==> src/rtl/hpct_ram.sv <==
// generic single-port-write, registered-read ram
`timescale 1ns / 1ps
`default_nettype none
module hpct_ram #(
  parameter int WIDTH = 8,
  parameter int DEPTH = 16
) (
  input  wire logic                     clk,
  input  wire logic                     we,
  input  wire logic [$clog2(DEPTH)-1:0] waddr,
  input  wire logic [WIDTH-1:0]         wdata,
  input  wire logic [$clog2(DEPTH)-1:0] raddr,
  output logic      [WIDTH-1:0]         rdata
);

  logic [WIDTH-1:0] mem [DEPTH];

  always_ff @(posedge clk) begin
    if (we) begin
      mem[waddr] <= wdata;
    end
    rdata <= mem[raddr];
  end

endmodule
`default_nettype wire

==> config.mk <==
export PLATFORM = sky130hd
export DESIGN_NAME = hpct_ram
export DESIGN_NICKNAME = d
export VERILOG_FILES = /design/src/rtl/hpct_ram.sv
export SDC_FILE = /design/constraint.sdc
export NUM_CORES = 1
export LEC_CHECK = 0
export BUFFER_PORTS_ARGS = -buffer_cell sky130_fd_sc_hd__buf_4
export CAP_MARGIN = 5
export CORE_MARGIN = 3
export CORE_UTILIZATION = 55
export CTS_CLUSTER_SIZE = 12
export DETAILED_ROUTE_END_ITERATION = 12
export PLACE_DENSITY = 0.72
export SLEW_MARGIN = 25
export SYNTH_ARGS = -nofsm -noshare
export SYNTH_HDL_FRONTEND = slang
export SYNTH_SLANG_ARGS = --single-unit
==> constraint.sdc <==
create_clock -name clk -period 3.29 [get_ports clk]
set_input_delay 0.658 -clock clk [delete_from_list [all_inputs] [get_ports clk]]
set_output_delay 0.658 -clock clk [all_outputs]
set_load 0.01 [all_outputs]
# Word-level counts from Yosys, hierarchy flattened
# Memory sizes are Yosys's and may differ from the RTL's. A register that Yosys moved wholly into a read port is not among the register bits.
# Index checks and enable logic that the tools add are counted.
dict set report totals {
  ff_bits 0
  ramBits 128
  in_bits 18
  out_inout_bits 8
  elab_cells 3
  mem_count 1
}
dict set report op_classes {
  muxes 2
}
# name depth width read_ports rd_ports_with_merged_regs write_ports line
set mem_list {}
lappend mem_list {mem 16 8 1 1 1 16} ;# logic [WIDTH-1:0] mem [DEPTH];
# cell count
set op_table {}
lappend op_table {{$mux W1} 2}

# Logic depth before layout (Yosys ltp)
dict set report depth {
  depth_word 2
  ltp_mapped 5
  depth_no_buf 3
}

# Worst setup path after synthesis
# OpenSTA, ideal clock, no wires.
dict set report synth_timing {
  kind {in2reg}
  startpoint {input port waddr[2]}
  endpoint {memory mem[0][0] (enable)}
  setup_ns 0.383
  arrival_time_ns 1.768
  t_required_ns 2.907
  path_slack_ns 1.139
  cell_stages 2
  path_buffers 0
  path_cell_list {or3b_2 > nor3_1}
}
# element line
set synth_lines {}
lappend synth_lines {{from (decl)} 10} ;# input wire logic [$clog2(DEPTH)-1:0] waddr,
lappend synth_lines {{to (decl)} 16}
# No word-level cell before the write port.

# Worst setup path in the final report
dict set report layout_timing {
  startpoint {input port waddr[2]}
  endpoint {memory mem[0][4] (enable)}
}
# No word-level cell before the write port.

==> summary.md <==
| Metric | Value |
|---|---|
| VDD IR max | 0.282 mV |
| Status | complete, no violations |
| Post-route minimum period | 2030 ps |
| Final Wtd Congestion | 0.807 |
| Leak | 0.00205 uW |
| CTS sink cnt | between 100 and 150 |
| # fillers | 558 |
| Most frequent cells in the layout | 128 x edfxtp_1, 29 x buf_4, 18 x mux4_2 |
| Dpl hpwl | roughly 5600 um |
| Final TNS setup | 0 ps |
| Setup bufs post-CTS | 0 |
| ANT nets after route | 0 |
| Post-synthesis area per instance | 22.5 um2 |
| Nets@finish | 285 |
| Area Growth Syn to Fin | 17.7% |
| Distinct cells, synth | 19 |
| DR iter-0 viols | 188 |
| P per Cell Area | 692 nW/um2 |
| First-pass DRT Iterations | 4 |
| I/O Pins | 26 |
| Worst-Skew Late Latency | 510 ps |
| Ant. Diodes | 0 |
| Grt ovf | 0 |
| Fin. Hold Viols | 0 |
| H-tree Lvls | 4 |
| Worst setup SP type | primary input |
| Post-Layout Cell Count | between 300 and 400 |
| Post-layout instance area | 6060 um2 |
| Port bufs | 25 |
| CTS Hold Bufs | 0 |
| Pin count of the biggest net entering global routing | 33 |
| Slew HR | 0.381 |
| Most common cell after layout, fill and taps aside | edfxtp_1 |
| Layout cells sized above 1 | 0.275 |
| Flops & latches, synth | 136 |
| Pins Over Slew Limit | 0 |
| Die area | between 10,000 and 15,000 um2 |
| Initial Util | 0.579 |
| Post-synthesis cell count | 229 |
| Max-Cap Viols | 0 |
| CP required | 3510 ps |
| Skew final | 7.96 ps |
| Die Width | between 100 and 150 um |
| Clock Tree Buf Depth | 2 |
| Cell Area, Synth | ~5100 um2 |
| Arrival time worst endpoint | 2250 ps |
| DP Cell Count | 356 |
| Core Util, Final | 0.682 |
| Critical-path maximum fanout | 5 |
| Clk root buf | clkbuf_8 |
| Max Freq | 492 MHz |
| Synth Warn # | 0 |
| Wire per inst | between 20 and 30 um |
| Cts bufs inserted | 17 |
| Total track usage | 0.209 |
| Drt total wl | about 9800 um |
| Placed cell area | between 5000 and 6000 um2 |
| Final period utilization | 0.617 |
| Hold Crit Class | in -> reg |
| Post-synthesis sequential area ratio | 0.778 |
| Die Y | 103 um |
| Core ar. | 8890 um2 |
| Initial antenna violation count | 0 |
| First-pass GRT wire length | approximately 15,000 um |
| Vias | 2,405 |
| Post-Syn Nets | 247 |
| Vias/cell | ~6.2 |
| Clock-pin slew on the worst setup and hold paths | approximately 60 ps |
| Vias in the first global route | roughly 2,500 |
| Critical path class | in -> reg |
| Worst-Margin Slew | 926 ps |
| Final setup violation count | 0 |
| Post-route DRC violation count | 0 |
| RSZ-0062 raised after global routing | no |
| Setup crit end kind | flip-flop |
| Post-cts sizing count | 0 |
| CTS tree | yes |
| Num rows | 34 |
-- sequential cells by signal (all words and copies together) (netlist names) --
register and count:
mem 128, rdata 8
-- power by group --
part | internal [uW] | leakage (uW) | switching, uW
registers | 1940 | 0.00122 | 10.1
logic | 81.4 | 0.000512 | 103
clock network | 1370 | 0.000314 | 687
-- cell type report --
class	count	area, um2	share of cell area
Sequential cell	136	4000	0.661
Multi-Input combinational cell	83	1060	0.174
Clock buffer	17	414	0.0683
Clock inverter	15	231	0.0382
Timing Repair Buffer	29	218	0.0359
Tap cell	108	135	0.0223
-- per-stage QoR --
step	hold WS [ps]	worst slack, ps	total power [uW]
after floorplan	629	1140	2090
final	467	1260	4190
after CTS	433	1290	4220
after global routing	456	1220	4320
after detailed placement	657	869	2170
after global placement	652	974	2160
-- worst max-delay path, stage by stage --
cell    delay (ps)
buf_4          120
or3b_2         500
nor3_1         690
buf_4          280
-- final timing paths --
path / startpoint / to / slack [ps] / cells after the start
hold reg to reg: mem[14][1] / rdata[1] / 670 / 3
setup reg to reg: mem[0][1] / rdata[1] / 1890 / 3
hold / removal: wdata[0] / mem[14][0] / 470 / 1
setup / recovery: waddr[2] / mem[0][4] / 1260 / 4
-- Yosys cell counts (all sizes together) --
cell type,n,area [um2]
a22oi,16,120
and2,1,6.26
and2b,1,7.51
buf,7,56.3
clkdlybuf4s25,3,30.0
dfxtp,8,160
edfxtp,128,3840
mux4,32,773
nand2,9,33.8
nand2b,2,12.5
nand3,1,5.00
nand3b,2,15.0
nor2,13,48.8
nor2b,1,6.26
nor3,4,20.0
or3b,1,8.76
-- metal layers --
metal / vias up / GRT usage / part of all wire
met4: 0 / 0.0837 / 0.0090
met1: 1232 / 0.278 / 0.40
met5: - / 0 / 0
met2: 107 / 0.340 / 0.51
li1: 1056 / - / -
met3: 10 / 0.0487 / 0.082
-- cells by family (layout without fill, tap and decap cells) --
group,after synthesis,in the layout,synth area share
compound gates,16,16,0.0233
buf+inv,10,61,0.0168
flops,136,136,0.778
mux,32,32,0.150
simple gates,35,35,0.0318
(Power assumes the default switching activity.)
